--- config.mk ---
export PLATFORM = sky130hd
export DESIGN_NAME = store_frame_checker_core_flat
export DESIGN_NICKNAME = d
export VERILOG_FILES = /design/src/hdl/sfc_pkg.sv /design/src/hdl/sfc_if.sv /design/src/hdl/store_frame_checker_core.sv /design/src/hdl/sfc_parser.sv /design/src/hdl/sfc_result_fifo.sv /design/src/flat_wrapper.sv
export SDC_FILE = /design/constraint.sdc
export NUM_CORES = 1
export LEC_CHECK = 0
export ABC_AREA = 1
export BUFFER_PORTS_ARGS = -buffer_cell sky130_fd_sc_hd__buf_2
export CORE_AREA = 2 2 197 199
export DETAILED_ROUTE_END_ITERATION = 10
export DIE_AREA = 0 0 199 201
export PLACE_DENSITY = 0.7
export SKIP_CTS_REPAIR_TIMING = 1
export SYNTH_ARGS = -nofsm -noshare
export SYNTH_HDL_FRONTEND = slang
export SYNTH_HIERARCHICAL = 1
export SYNTH_SLANG_ARGS = --single-unit
--- constraint.sdc ---
create_clock -name clk -period 6.65 [get_ports clk]
set_input_delay 0.9975 -clock clk [delete_from_list [all_inputs] [get_ports clk]]
set_output_delay 0.9975 -clock clk [all_outputs]
set_load 0.005 [all_outputs]
--- src/hdl/sfc_pkg.sv ---
// ----------------------------------------------------------------------------
// sfc_pkg: shared types and constants of the store frame checker
// Header layout constants, status codes, item structs and the bytewise
// CRC-16/CCITT update.
// ----------------------------------------------------------------------------
package sfc_pkg;

	// Header layout and checks
	localparam logic [15:0] SFC_MAGIC        = 16'h5241;
	localparam logic [7:0]  SFC_VERSION      = 8'd1;
	localparam logic [7:0]  SFC_ALGO_ID      = 8'd0;
	localparam logic [31:0] SFC_HEADER_BYTES = 32'd14;

	// CRC-16/CCITT, MSB first, no final xor
	localparam logic [15:0] SFC_CRC_POLY = 16'h1021;
	localparam logic [15:0] SFC_CRC_INIT = 16'hFFFF;

	// Configuration register reset value
	localparam logic [31:0] SFC_CAP_RESET = 32'hFFFF_FFFF;

	// Status codes
	localparam logic [2:0] ST_OK        = 3'd0;
	localparam logic [2:0] ST_BAD_FRAME = 3'd1;
	localparam logic [2:0] ST_BAD_ALGO  = 3'd2;
	localparam logic [2:0] ST_NO_SPACE  = 3'd3;
	localparam logic [2:0] ST_BAD_CRC   = 3'd4;

	// Register indexes
	localparam logic REG_DEST_CAPACITY = 1'b0;

	typedef struct packed {
		logic [7:0] in_byte;
		logic       frame_end;
	} in_item_t;

	typedef struct packed {
		logic [7:0] out_byte;
		logic       is_status;
		logic [2:0] status;
		logic       last_of_run;
	} out_item_t;

	// Up to two results pushed into the result queue in one cycle
	typedef struct packed {
		logic [1:0] num;
		out_item_t  first;
		out_item_t  second;
	} push_t;

	// One byte of CRC-16/CCITT, bit by bit from the MSB
	function automatic logic [15:0] crc_byte(input logic [15:0] crc, input logic [7:0] b);
		logic [15:0] c;
		c = crc ^ {b, 8'h00};
		for (int k = 0; k < 8; k++) begin
			if (c[15]) begin
				c = {c[14:0], 1'b0} ^ SFC_CRC_POLY;
			end else begin
				c = {c[14:0], 1'b0};
			end
		end
		return c;
	endfunction

endpackage

--- src/hdl/sfc_if.sv ---
// ----------------------------------------------------------------------------
// sfc_if: valid/ready channels of the store frame checker
// Input channel carries frame bytes, output channel carries results.
// ----------------------------------------------------------------------------
interface sfc_in_if import sfc_pkg::*; ();
	logic     valid;
	logic     ready;
	in_item_t data;

	modport source (output valid, output data, input ready);
	modport sink (input valid, input data, output ready);
endinterface

interface sfc_out_if import sfc_pkg::*; ();
	logic      valid;
	logic      ready;
	out_item_t data;

	modport source (output valid, output data, input ready);
	modport sink (input valid, input data, output ready);
endinterface

--- src/hdl/store_frame_checker_core.sv ---
// ----------------------------------------------------------------------------
// store_frame_checker_core: streaming check of one stored-archive frame
// Captures the 14-byte header, forwards payload bytes tentatively, runs
// CRC-16/CCITT over the payload and reports one status at the frame end.
//
//   channel   dir   payload                                   transfer
//   in_ch     in    in_byte, frame_end                        valid & ready
//   out_ch    out   out_byte, is_status, status, last_of_run  valid & ready
//   apb       in    dest_capacity at address 0                psel & penable
//
// One byte per cycle sustained while the result queue has room; results pass
// through the input register and the result queue.
// A byte that ends a frame with payload gives two results. Input stalls only
// while the four-entry queue holds more than two results. Reset is
// asynchronous, active low; no clearing pass.
// ----------------------------------------------------------------------------
module store_frame_checker_core import sfc_pkg::*; #(
	parameter logic [7:0] STORE_ALGO_ID = SFC_ALGO_ID
) (
	input  logic        clk,
	input  logic        arst_n,
	input  logic        psel,
	input  logic        penable,
	input  logic        pwrite,
	input  logic [2:0]  paddr,
	input  logic [31:0] pwdata,
	output logic [31:0] prdata,
	output logic        pready,
	sfc_in_if.sink      in_ch,
	sfc_out_if.source   out_ch
);

	logic [31:0] cap_q;
	logic        cfg_wr;
	logic        space_ok;
	push_t       push;

	// Configuration register
	assign pready = 1'b1;
	assign cfg_wr = psel && penable && pwrite && pready;

	always_ff @(posedge clk or negedge arst_n) begin
		if (!arst_n) begin
			cap_q <= SFC_CAP_RESET;
		end else if (cfg_wr && paddr[2] == REG_DEST_CAPACITY) begin
			cap_q <= pwdata;
		end
	end

	assign prdata = (paddr[2] == REG_DEST_CAPACITY) ? cap_q : 32'd0;

	sfc_parser #(
		.STORE_ALGO_ID (STORE_ALGO_ID)
	) u_parser (
		.clk           (clk),
		.arst_n        (arst_n),
		.in_valid      (in_ch.valid),
		.in_ready      (in_ch.ready),
		.in_item       (in_ch.data),
		.space_ok      (space_ok),
		.dest_capacity (cap_q),
		.push          (push)
	);

	sfc_result_fifo u_fifo (
		.clk       (clk),
		.arst_n    (arst_n),
		.push      (push),
		.space_ok  (space_ok),
		.out_valid (out_ch.valid),
		.out_ready (out_ch.ready),
		.out_item  (out_ch.data)
	);

endmodule

--- src/hdl/sfc_parser.sv ---
// ----------------------------------------------------------------------------
// sfc_parser: input register, header capture, CRC and status
// Registers one byte, then in a single pass updates the frame state and
// produces the forwarded byte and/or the final status.
// ----------------------------------------------------------------------------
module sfc_parser import sfc_pkg::*; #(
	parameter logic [7:0] STORE_ALGO_ID = SFC_ALGO_ID
) (
	input  logic        clk,
	input  logic        arst_n,
	input  logic        in_valid,
	output logic        in_ready,
	input  in_item_t    in_item,
	input  logic        space_ok,
	input  logic [31:0] dest_capacity,
	output push_t       push
);

	// Input register
	logic       valid_s1;
	in_item_t   item_s1;
	logic       advance;

	// Frame state
	logic [31:0] cnt_q, src_q, pay_q;
	logic [15:0] magic_q, exp_crc_q, crc_q;
	logic [7:0]  ver_q, algo_q;

	logic [31:0] cnt_n, src_n, pay_n;
	logic [15:0] magic_n, exp_crc_n, crc_n;
	logic [7:0]  ver_n, algo_n;

	logic        sat;
	logic        fwd;
	logic [31:0] pay_pos;
	logic [32:0] need_total;
	logic [2:0]  st;
	out_item_t   byte_res, stat_res;

	assign advance  = valid_s1 && space_ok;
	assign in_ready = !valid_s1 || space_ok;

	always_ff @(posedge clk or negedge arst_n) begin
		if (!arst_n) begin
			valid_s1 <= 1'b0;
		end else if (in_valid && in_ready) begin
			valid_s1 <= 1'b1;
		end else if (advance) begin
			valid_s1 <= 1'b0;
		end
	end

	always_ff @(posedge clk) begin
		if (in_valid && in_ready) begin
			item_s1 <= in_item;
		end
	end

	// Header capture and payload CRC
	assign sat     = &cnt_q;
	assign pay_pos = cnt_q - SFC_HEADER_BYTES;

	always_comb begin
		magic_n   = magic_q;
		ver_n     = ver_q;
		algo_n    = algo_q;
		src_n     = src_q;
		pay_n     = pay_q;
		exp_crc_n = exp_crc_q;
		crc_n     = crc_q;
		fwd       = 1'b0;
		if (!sat) begin
			priority if (cnt_q < 32'd2) begin
				if (cnt_q[0]) magic_n[15:8] = item_s1.in_byte;
				else          magic_n[7:0]  = item_s1.in_byte;
			end else if (cnt_q == 32'd2) begin
				ver_n = item_s1.in_byte;
			end else if (cnt_q == 32'd3) begin
				algo_n = item_s1.in_byte;
			end else if (cnt_q < 32'd8) begin
				src_n[8*cnt_q[1:0] +: 8] = item_s1.in_byte;
			end else if (cnt_q < 32'd12) begin
				pay_n[8*cnt_q[1:0] +: 8] = item_s1.in_byte;
			end else if (cnt_q < SFC_HEADER_BYTES) begin
				if (cnt_q[0]) exp_crc_n[15:8] = item_s1.in_byte;
				else          exp_crc_n[7:0]  = item_s1.in_byte;
			end else if (pay_pos < pay_q) begin
				crc_n = crc_byte(crc_q, item_s1.in_byte);
				fwd   = 1'b1;
			end else begin
				fwd = 1'b0;
			end
		end
	end

	// Byte count saturates at all ones
	assign cnt_n = sat ? cnt_q : cnt_q + 32'd1;

	// Status at the final byte, in check order
	assign need_total = {1'b0, pay_n} + {1'b0, SFC_HEADER_BYTES};

	always_comb begin
		priority if (cnt_n < SFC_HEADER_BYTES) begin
			st = ST_BAD_FRAME;
		end else if (magic_n != SFC_MAGIC || ver_n != SFC_VERSION) begin
			st = ST_BAD_FRAME;
		end else if (algo_n != STORE_ALGO_ID) begin
			st = ST_BAD_ALGO;
		end else if (pay_n != src_n) begin
			st = ST_BAD_FRAME;
		end else if (need_total > {1'b0, cnt_n}) begin
			st = ST_BAD_FRAME;
		end else if (dest_capacity < src_n) begin
			st = ST_NO_SPACE;
		end else if (exp_crc_n != crc_n) begin
			st = ST_BAD_CRC;
		end else begin
			st = ST_OK;
		end
	end

	// Result items
	always_comb begin
		byte_res.out_byte    = item_s1.in_byte;
		byte_res.is_status   = 1'b0;
		byte_res.status      = ST_OK;
		byte_res.last_of_run = !item_s1.frame_end;
		stat_res.out_byte    = 8'd0;
		stat_res.is_status   = 1'b1;
		stat_res.status      = st;
		stat_res.last_of_run = 1'b1;
		push.first  = fwd ? byte_res : stat_res;
		push.second = stat_res;
		if (!advance) begin
			push.num = 2'd0;
		end else begin
			push.num = {1'b0, fwd} + {1'b0, item_s1.frame_end};
		end
	end

	// State update; rearm after the final byte
	always_ff @(posedge clk or negedge arst_n) begin
		if (!arst_n) begin
			cnt_q     <= '0;
			magic_q   <= '0;
			ver_q     <= '0;
			algo_q    <= '0;
			src_q     <= '0;
			pay_q     <= '0;
			exp_crc_q <= '0;
			crc_q     <= SFC_CRC_INIT;
		end else if (advance) begin
			if (item_s1.frame_end) begin
				cnt_q     <= '0;
				magic_q   <= '0;
				ver_q     <= '0;
				algo_q    <= '0;
				src_q     <= '0;
				pay_q     <= '0;
				exp_crc_q <= '0;
				crc_q     <= SFC_CRC_INIT;
			end else begin
				cnt_q     <= cnt_n;
				magic_q   <= magic_n;
				ver_q     <= ver_n;
				algo_q    <= algo_n;
				src_q     <= src_n;
				pay_q     <= pay_n;
				exp_crc_q <= exp_crc_n;
				crc_q     <= crc_n;
			end
		end
	end

endmodule

--- src/hdl/sfc_result_fifo.sv ---
// ----------------------------------------------------------------------------
// sfc_result_fifo: four-entry result queue
// Takes up to two results per cycle, hands out one per transfer.
// ----------------------------------------------------------------------------
module sfc_result_fifo import sfc_pkg::*; (
	input  logic      clk,
	input  logic      arst_n,
	input  push_t     push,
	output logic      space_ok,
	output logic      out_valid,
	input  logic      out_ready,
	output out_item_t out_item
);

	out_item_t  mem_q [4];
	logic [1:0] wr_ptr_q, rd_ptr_q;
	logic [2:0] count_q;
	logic       pop;

	// Room for two results regardless of this cycle's pop
	assign space_ok  = count_q <= 3'd2;
	assign out_valid = count_q != 3'd0;
	assign out_item  = mem_q[rd_ptr_q];
	assign pop       = out_valid && out_ready;

	always_ff @(posedge clk or negedge arst_n) begin
		if (!arst_n) begin
			wr_ptr_q <= '0;
			rd_ptr_q <= '0;
			count_q  <= '0;
		end else begin
			wr_ptr_q <= wr_ptr_q + push.num;
			rd_ptr_q <= rd_ptr_q + {1'b0, pop};
			count_q  <= count_q + {1'b0, push.num} - {2'b00, pop};
		end
	end

	// Storage
	always_ff @(posedge clk) begin
		if (push.num != 2'd0) begin
			mem_q[wr_ptr_q] <= push.first;
		end
		if (push.num == 2'd2) begin
			mem_q[wr_ptr_q + 2'd1] <= push.second;
		end
	end

endmodule

--- src/flat_wrapper.sv ---
// flat-port wrapper written by rule: the top's interface ports become plain ports
module store_frame_checker_core_flat import sfc_pkg::*;
#(
	parameter logic [7:0] STORE_ALGO_ID = SFC_ALGO_ID
)
  (clk, arst_n, psel, penable, pwrite, paddr, pwdata, prdata, pready, in_ch_valid, in_ch_data, in_ch_ready, out_ch_valid, out_ch_data, out_ch_ready);
  sfc_in_if in_ch_i ();
  sfc_out_if out_ch_i ();
  input  logic clk;
  input  logic arst_n;
  input  logic psel;
  input  logic penable;
  input  logic pwrite;
  input  logic [2:0] paddr;
  input  logic [31:0] pwdata;
  output logic [31:0] prdata;
  output logic pready;
  input wire logic [$bits(in_ch_i.valid)-1:0] in_ch_valid;
  input wire logic [$bits(in_ch_i.data)-1:0] in_ch_data;
  output wire logic [$bits(in_ch_i.ready)-1:0] in_ch_ready;
  output wire logic [$bits(out_ch_i.valid)-1:0] out_ch_valid;
  output wire logic [$bits(out_ch_i.data)-1:0] out_ch_data;
  input wire logic [$bits(out_ch_i.ready)-1:0] out_ch_ready;
  assign in_ch_i.valid = in_ch_valid;
  assign in_ch_i.data = in_ch_data;
  assign in_ch_ready = in_ch_i.ready;
  assign out_ch_valid = out_ch_i.valid;
  assign out_ch_data = out_ch_i.data;
  assign out_ch_i.ready = out_ch_ready;
  store_frame_checker_core #(.STORE_ALGO_ID(STORE_ALGO_ID)) u_core (.clk(clk), .arst_n(arst_n), .psel(psel), .penable(penable), .pwrite(pwrite), .paddr(paddr), .pwdata(pwdata), .prdata(prdata), .pready(pready), .in_ch(in_ch_i), .out_ch(out_ch_i));
endmodule
**Yosys cells after proc, flatten, opt, wreduce, memory -nomap -nowiden**

Memory sizes are Yosys's and may differ from the RTL's.
Index checks and enable logic that the tools add are counted.
W data, S select, Z words.

- Add/subtract/negate cells: 10
- $lt $le $gt $ge: 9
- Equal/unequal tests: 7
- Shift-type cells: 2
- Mux-type cells: 138
- Bitwise operators: 10
- Reduce and logical (&&, ||, !) cells: 15

Operators by type and width:

| operator | number |
|---|---|
| $mux W16 | 76 |
| $mux W32 | 16 |
| $lt A32 B4 Y1 const B | 4 |
| $mux W13 | 9 |
| $mux W8 | 13 |
| $bwmux W32 | 2 |
| $eq A32 B2 Y1 const B | 2 |
| $lt A32 B32 Y1 | 2 |
| $neg A5 Y34 | 1 |
| $shift A8 B34 Y32 const A | 1 |
| $shiftx A8 B34 Y32 | 1 |
| $add A32 B4 Y33 const B | 1 |
| $gt A33 B32 Y1 | 1 |
| $add A32 B1 Y32 const B | 1 |
| $lt A32 B2 Y1 const B | 1 |
| $ne A32 B32 Y1 | 1 |
| $reduce_and A32 Y1 | 1 |
| $sub A32 B4 Y32 const B | 1 |
| $not A3 Y3 | 8 |
| $mux W3 | 7 |
| $ne A16 B15 Y1 const B | 1 |
| $ne A16 B16 Y1 | 1 |
| $xor A16 B16 Y16 | 1 |
| $mux W1 | 14 |
| other kinds (17) | 25 |

- Bits in registers: 209
- RAM bits: 52
- Input port bits: 51
- Output and inout port bits: 48
- Word-level logic and storage cells: 207
- Memories kept: 1

Memory list:

| name | depth | bits a word | read ports | clocked after memory_dff | write ports | RTL line | RTL |
|---|---|---|---|---|---|---|---|
| u_core.u_fifo.mem_q | 4 | 13 | 1 | 0 | 2 | sfc_result_fifo.sv:15 | `out_item_t mem_q [4];` |

**Logic depth before layout (Yosys ltp)**

Gate-level depths: netlist (run 1).

- Word-level depth: 90
- Mapped depth: 41
- Gate-level depth less buffers: 39

**Cells and area by module**

The synthesis (run 1) kept the hierarchy.

Modules (own cells, without submodules):

| module | instances | cells an instance | area an instance (sq um) | sequential area each (sq um) |
|---|---|---|---|---|
| sfc_parser | 1 | 2239 | 15120.8 | 4319.1 |
| sfc_result_fifo | 1 | 321 | 3131.8 | 1736.7 |
| store_frame_checker_core | 1 | 212 | 1626.6 | 840.8 |

**Worst setup path after synthesis (run 1)**

Ideal clock, no wire load.

- Kind: flip-flop to flip-flop
- Start: reg u_core.u_parser.cnt_q[1]
- End: mem u_core/u_fifo/mem_q[0][0] (netlist bit) (enable)
- Library setup time: 0.404 ns
- Data arrival time: 5.669 ns
- Data required time: 6.246 ns
- Setup slack: 0.577 ns
- Cell stages (with the launch flop): 29
- Path buffers: 1
- Clock period less this slack: 6.073 ns
- Cell sequence: dfrtp_1 -> ha_1 -> nand2_1 -> nand2_1 -> nor4_1 -> nand4_1 -> inv_1 -> nand4_1 -> nor2_1 -> nand3_1 -> nor2_1 -> nand3_1 -> nor2_1 -> nand3_1 -> xor2_1 -> ha_1 -> nand2_1 -> nor2_1 -> nand4_1 -> nor4_1 -> nand2_1 -> nand4_2 -> inv_2 -> buf_4 -> ha_1 -> inv_1 -> nor2_1 -> nor2_1 -> o31ai_1

RTL lines:

| what | RTL line | RTL |
|---|---|---|
| start: declaration | sfc_parser.sv:25 | `logic [31:0] cnt_q, src_q, pay_q;` |
| start signal: assignment | sfc_parser.sv:163 | `cnt_q <= cnt_n;` |
| end: declaration | sfc_result_fifo.sv:15 |  |

==> results.cfg, run 1 <==
[run_status]
status = finished, final reports clean

[cts]
clock_sinks = 261
cts_buffers = 34
clock-root-buffer = clkbuf_16
clkLatencyLatePin_ns = 0.56
cts_tree = built
path_clk_slew_ns = 0.06
cts-htree-levels = 2
clk_path_buf_depth = 3

[floorplan]
fp.coreArea_um2 = 38100
initial_core_util_pct = 52.2
die_w_um = 199
die_area_um2 = 40000
rows = 72
io_pins = 99
die_h_um = 201

[finish]
final_common_cell = nand2_1
layout.nets = 2987
ff_latch_area_um2 = 6900
stdcell_count = 3372
antenna_cells = 0
layout_common_cells = nand2_1 (777), inv_1 (340), nor2_1 (241)
drive_gt1_share_pct = 13.4
fillers = 3579
multi_input_area_um2 = 11000
final_area_um2 = 21700
area_growth_pct = 9.17

[setup_path]
critical_path.max_stage_delay_ns = 0.49
cp.arrival_ns = 6.50
reg2reg_from = u_core/u_parser/cnt_q[1]
worst_path_most_repeated_cell = nand2_1
timing.rr.end = u_core/u_fifo/mem_q[3][2]
crit_type = flip-flop to flip-flop
reg2reg_depth = 30
r2r_setup_slack_ns = 0.56
start_kind = flip-flop
worstPathRequired_ns = 7.06
cp-end-kind = flip-flop
cp_max_fo = 16
slowest_stage = nor3_1

[hold_path]
hold_path_class = flip-flop to flip-flop
worstHoldEndpoint = u_core/cap_q[14]
min-delay-start = u_core/cap_q[14]
whs_path_depth = 2

[timing]
fmax_ghz = 0.164
max-slew-margin-rel_pct = 17.0
drv_slew = 0
rsz0062_at_grt = no
hold_viol_final = 0
finalSetupViolations = 0
finalCritPeriodShare_pct = 91.6
tns_ns = 0
fin_worst_skew_ns = 0.0219
min_period_ns = 6.09
tightest_slew_ns = 1.25

[logic_synthesis]
ys_seq_area_share_pct = 34.7
ys_types = 58
synth_ff_type = dfrtp_1
synth_edf_count = 61
syn_avg_cell_area_um2 = 7.17
synthesis.area_um2 = 19900
async_reset_ff_share_pct = 76.6
synthCells = 2772
ys_warn_count = 6
ys_seq_elements = 261

[route]
wl_mm = 57.8
drtPass1Iterations = 5
drt_iter0_drc = 1532
wl_per_cell_um = 17.2
vias = 18800
avgViaCountPerCell = 5.57
drc = 0
drtAntennaViolNets = 0

[global_routing]
track_usage_pct = 28.9
grt_max_degree = 107
antenna_found_initial = 0
grt-busiest-layer = met2
grt.met3_usage_pct = 4.94
use_met2_pct = 49.1
grt_pass1_wl_mm = 91.5
grt_use_met1_pct = 37.0
grt_pass1_vias = 18000
overflow = 0

[power]
p_per_area_nw_per_um2 = 325
p_leak_nw = 10.5
ir_drop_v = 0.000233

[placement]
hpwlAfterDp_mm = 41.7
port_buffers = 95
place_inst = 3310
gp_congestion = 0.993
place_area_um2 = 20600

[flow_run]
max_cap_viol_count = 0
[cells in the mapped netlist (20+ instances only)]
master    number  share of area [%]
xor2_1        83                3.7
dfrtp_1      152                 19
o21ai_2       43                1.9
nand3_1      142                3.6
edfxtp_1      61                9.2
dfstp_2       48                6.3
o21ai_1       28               0.70
o22ai_1      118                3.7
ha_1         106                6.7
buf_4         22               0.83
clkbuf_1      49               0.93
nand2_1      777                 15
nand4_1       45                1.4
buf_6         20                1.1
buf_2         22               0.55
inv_2         21               0.40
o21ai_0      217                5.5
inv_1        341                6.4
a21oi_1       43                1.1
nor3_1        25               0.63
nor2_1       244                4.6
[power by group]
part / internal (mW) / total [mW] / switching [mW] / leakage [nW]
Clock: 1.04 / 1.77 / 0.729 / 0.522
Sequential: 1.90 / 2.04 / 0.136 / 3.13
Combinational: 0.985 / 3.24 / 2.26 / 6.86
Total: 3.92 / 7.05 / 3.12 / 10.5
[cell type report]
type                            instances  area share, %
Sequential cell                       261           31.8
Multi-Input combinational cell       2037           50.5
Clock buffer                           52           4.61
Timing Repair Buffer                  128           3.43
Clock inverter                          9          0.277
Inverter                              367           6.38
Tap cell                              518           2.99
[critical path: cells and delay by family, from the launching register on]
| family | cells | cell delay (ns) |
|---|---|---|
| AO/OA/AOI/OAI | 5 | 0.47 |
| flip-flops | 1 | 0.44 |
| AND/OR/NAND/NOR | 20 | 3.89 |
| buffers and inverters | 2 | 0.27 |
| adder cells (fa/ha/maj) | 2 | 0.68 |
| XOR/XNOR | 1 | 0.21 |
[registers in the layout, indices dropped and copies added, names as in the netlist]
register,flops
u_core/u_parser/exp_crc_q,16
u_core/cap_q,32
u_core/u_parser/ver_q,8
u_core/u_fifo/rd_ptr_q,2
u_core/u_parser/item_s1,1
u_core/u_fifo/wr_ptr_q,2
u_core/u_parser/cnt_q,32
u_core/u_fifo/count_q,3
u_core/u_parser/crc_q,16
u_core/u_parser/pay_q,32
u_core/u_parser/magic_q,16
u_core/u_parser/valid_s1,1
u_core/u_parser/algo_q,8
u_core/u_parser/src_q,32
u_core/u_fifo/mem_q,52
u_core/u_parser/byte_res,8
[metrics by stage]
step	worst slack (ns)	power [mW]	hold slack [ns]	utilization, %
after floorplan	0.577	4.30	0.448	-
after CTS	0.468	7.03	0.474	56.9
after detailed placement	0.514	5.22	0.466	54.1
after global routing	0.0112	7.54	0.489	57.0
after global placement	0.760	5.13	0.462	54.1
final	0.559	7.05	0.471	57.0
[worst max path at each step]
| stage | startpoint | endpoint | cells past startpoint |
|---|---|---|---|
| 6_report | u_core/u_parser/cnt_q[1] | u_core/u_fifo/mem_q[3][2] | 30 |
| 2_1_floorplan | u_core/u_parser/cnt_q[1] | u_core/u_fifo/mem_q[0][0] | 28 |
| 3_3_place_gp | u_core/u_parser/cnt_q[1] | u_core/u_fifo/mem_q[1][2] | 36 |
| 4_1_cts | u_core/u_parser/cnt_q[1] | u_core/u_fifo/mem_q[3][2] | 36 |
| 5_1_grt | u_core/u_parser/cnt_q[1] | u_core/u_fifo/count_q[2] | 33 |
| 3_5_place_dp | u_core/u_parser/cnt_q[1] | u_core/u_fifo/mem_q[3][2] | 36 |
[routing by layer]
layer	wire length (um)	share of wire, %
met1	23900	41
met2	28100	49
met3	4010	6.9
met4	1860	3.2
met5	0	0
[logic make-up (layout without fill, tap and decap cells)]
group,Yosys count,in the layout,share of synthesized area (%)
buffers and inverters,483,556,10.5
flip-flops,261,261,34.7
adder cells (fa/ha/maj),107,107,6.77
AND/OR/NAND/NOR,1327,1328,28.8
AO/OA/AOI/OAI,490,490,14.8
other,3,11,0.0566
XOR/XNOR,101,101,4.45
No activity file was read; power rests on OpenSTA's default activity.
==> run 2: changes to the inputs <==
==> constraint.sdc (replaced) <==
create_clock -name clk -period 7.9 [get_ports clk]
set_input_delay 1.185 -clock clk [delete_from_list [all_inputs] [get_ports clk]]
set_output_delay 1.185 -clock clk [all_outputs]
set_load 0.005 [all_outputs]
==> results.cfg, run 2 (synthesis results as in run 1) <==
[timing]
fin_ws_ns = 1.31
finalCritPeriodShare_pct = 83.4
rsz0062_at_grt = no
tightest_slew_ns = 1.32
finalSetupViolations = 0
fin_worst_skew_ns = 0.0209
min_period_ns = 6.59
max-slew-margin-rel_pct = 11.9
fmax_ghz = 0.152
hold_viol_final = 0
tns_ns = 0
holdWs_ns = 0.474
drv_slew = 0

[setup_path]
crit_type = flip-flop to flip-flop
cp-end-kind = flip-flop
cp_max_fo = 18
start_kind = flip-flop
critical_path.max_stage_delay_ns = 0.51
worst_path_most_repeated_cell = nand2_1
cp.arrival_ns = 7.03
worstPathRequired_ns = 8.34
slowest_stage = dfrtp_1
r2r_setup_slack_ns = 1.31

[flow_run]
max_cap_viol_count = 0

[finish]
antenna_cells = 0
largest_reg_flops = 52
area_growth_pct = 8.69
fillers = 3616
layout.nets = 2975
layout_common_cells = nand2_1 (777), inv_1 (340), nor2_1 (244)
max_flop_register = u_core/u_fifo/mem_q
multi_input_area_um2 = 10900
drive_gt1_share_pct = 13.0
final_common_cell = nand2_1
ff_latch_area_um2 = 6900

[power]
sequentialPowerShare_pct = 28.9
ir_drop_v = 0.000239
p_leak_nw = 10.5
p_int_mw = 3.33
combPwrFrac_pct = 45.5
finalPower_mw = 5.99
netSwitchingFraction_pct = 44.5
p_sw_mw = 2.67
p_per_area_nw_per_um2 = 277
pwr-share-clk_pct = 25.6

[run_status]
status = finished, final reports clean

[floorplan]
initial_core_util_pct = 52.2
rows = 72
die_h_um = 201
io_pins = 99
die_area_um2 = 40000
fp.coreArea_um2 = 38100
die_w_um = 199

[global_routing]
track_usage_pct = 29.9
grt_max_degree = 95
grt_pass1_vias = 17900
grt.met3_usage_pct = 3.68
use_met2_pct = 50.3
grt_use_met1_pct = 38.7
antenna_found_initial = 1
grt_pass1_wl_mm = 94.2
grt-busiest-layer = met2
overflow = 0

[cts]
clk_path_buf_depth = 3
clock_sinks = 261
cts_buffers = 34
path_clk_slew_ns = 0.06
cts_tree = built
clock-root-buffer = clkbuf_16
clkLatencyLatePin_ns = 0.56
cts-htree-levels = 2

[route]
vias = 18700
drc = 0
drt_iter0_drc = 1684
wl_per_cell_um = 17.7
drtAntennaViolNets = 0
drtPass1Iterations = 9
avgViaCountPerCell = 5.56
wl_mm = 59.3

[placement]
gp_congestion = 0.953
port_buffers = 95
dp_slack_ns = 1.40
hpwlAfterDp_mm = 42.7

[hold_path]
hold_path_class = flip-flop to flip-flop
[run 2: cell count changes in the layout (fill, tap and decap cells not counted), moves of 2 or more]
cell        change
nor2_2          -3
nor2_1          +3
buf_4          -10
clkinvlp_4      +2
[run 2: final cells by class]
type	instances	area share (%)
clock buffer	50	4.55
clock inverter	12	0.492
inverter	367	6.41
multi-input combinational	2036	50.6
sequential	261	31.9
tap	518	3.00
timing repair buffer	117	3.01
[run 2: power groups by stage]
| stage | Combinational (mW) | Clock, mW | Sequential, mW |
|---|---|---|---|
| after floorplan | 1.91 | 0 | 1.70 |
| after global placement | 2.62 | 0 | 1.75 |
| after detailed placement | 2.68 | 0 | 1.75 |
| after CTS | 2.69 | 1.56 | 1.73 |
| after global routing | 3.04 | 1.62 | 1.76 |
| final | 2.73 | 1.53 | 1.73 |
[run 2: final timing paths]
check	startpoint	endpoint	cells past startpoint
worst max-delay path	u_core/u_parser/cnt_q[2]	u_core/u_fifo/count_q[2]	33
worst min-delay path	u_core/cap_q[1]	u_core/cap_q[1]	2
worst max register to register	u_core/u_parser/cnt_q[2]	u_core/u_fifo/count_q[2]	33
worst min register to register	u_core/cap_q[1]	u_core/cap_q[1]	2
max in group asynchronous	arst_n	u_core/u_parser/pay_q[2]	2
min in group asynchronous	arst_n	u_core/u_parser/exp_crc_q[2]	1
[run 2: worst max-delay path, delay by kind of cell, from the launching register on]
kind	cells	cell delay, ns
and+or+nand+nor	20	3.40
adders and majority gates	5	1.57
buffers and inverters	6	0.63
DFF	1	0.51
xor gates and xnor gates	2	0.35
[run 2: routing by layer]
metal | vias up | wire length, um
met5 | - | 18
met4 | 2 | 2160
met3 | 139 | 3400
met2 | 606 | 28400
met1 | 8806 | 25400
li1 | 9132 | -
[run 2: metrics by stage]
stage / instances / utilization (%) / instance area, um^2
global placement: 3299 / 53.8 / 20500
global route: 3361 / 56.7 / 21600
CTS: 3361 / 56.7 / 21600
floorplan: 2780 / - / 19900
finish: 3361 / 56.7 / 21600
detailed placement: 3299 / 53.8 / 20500
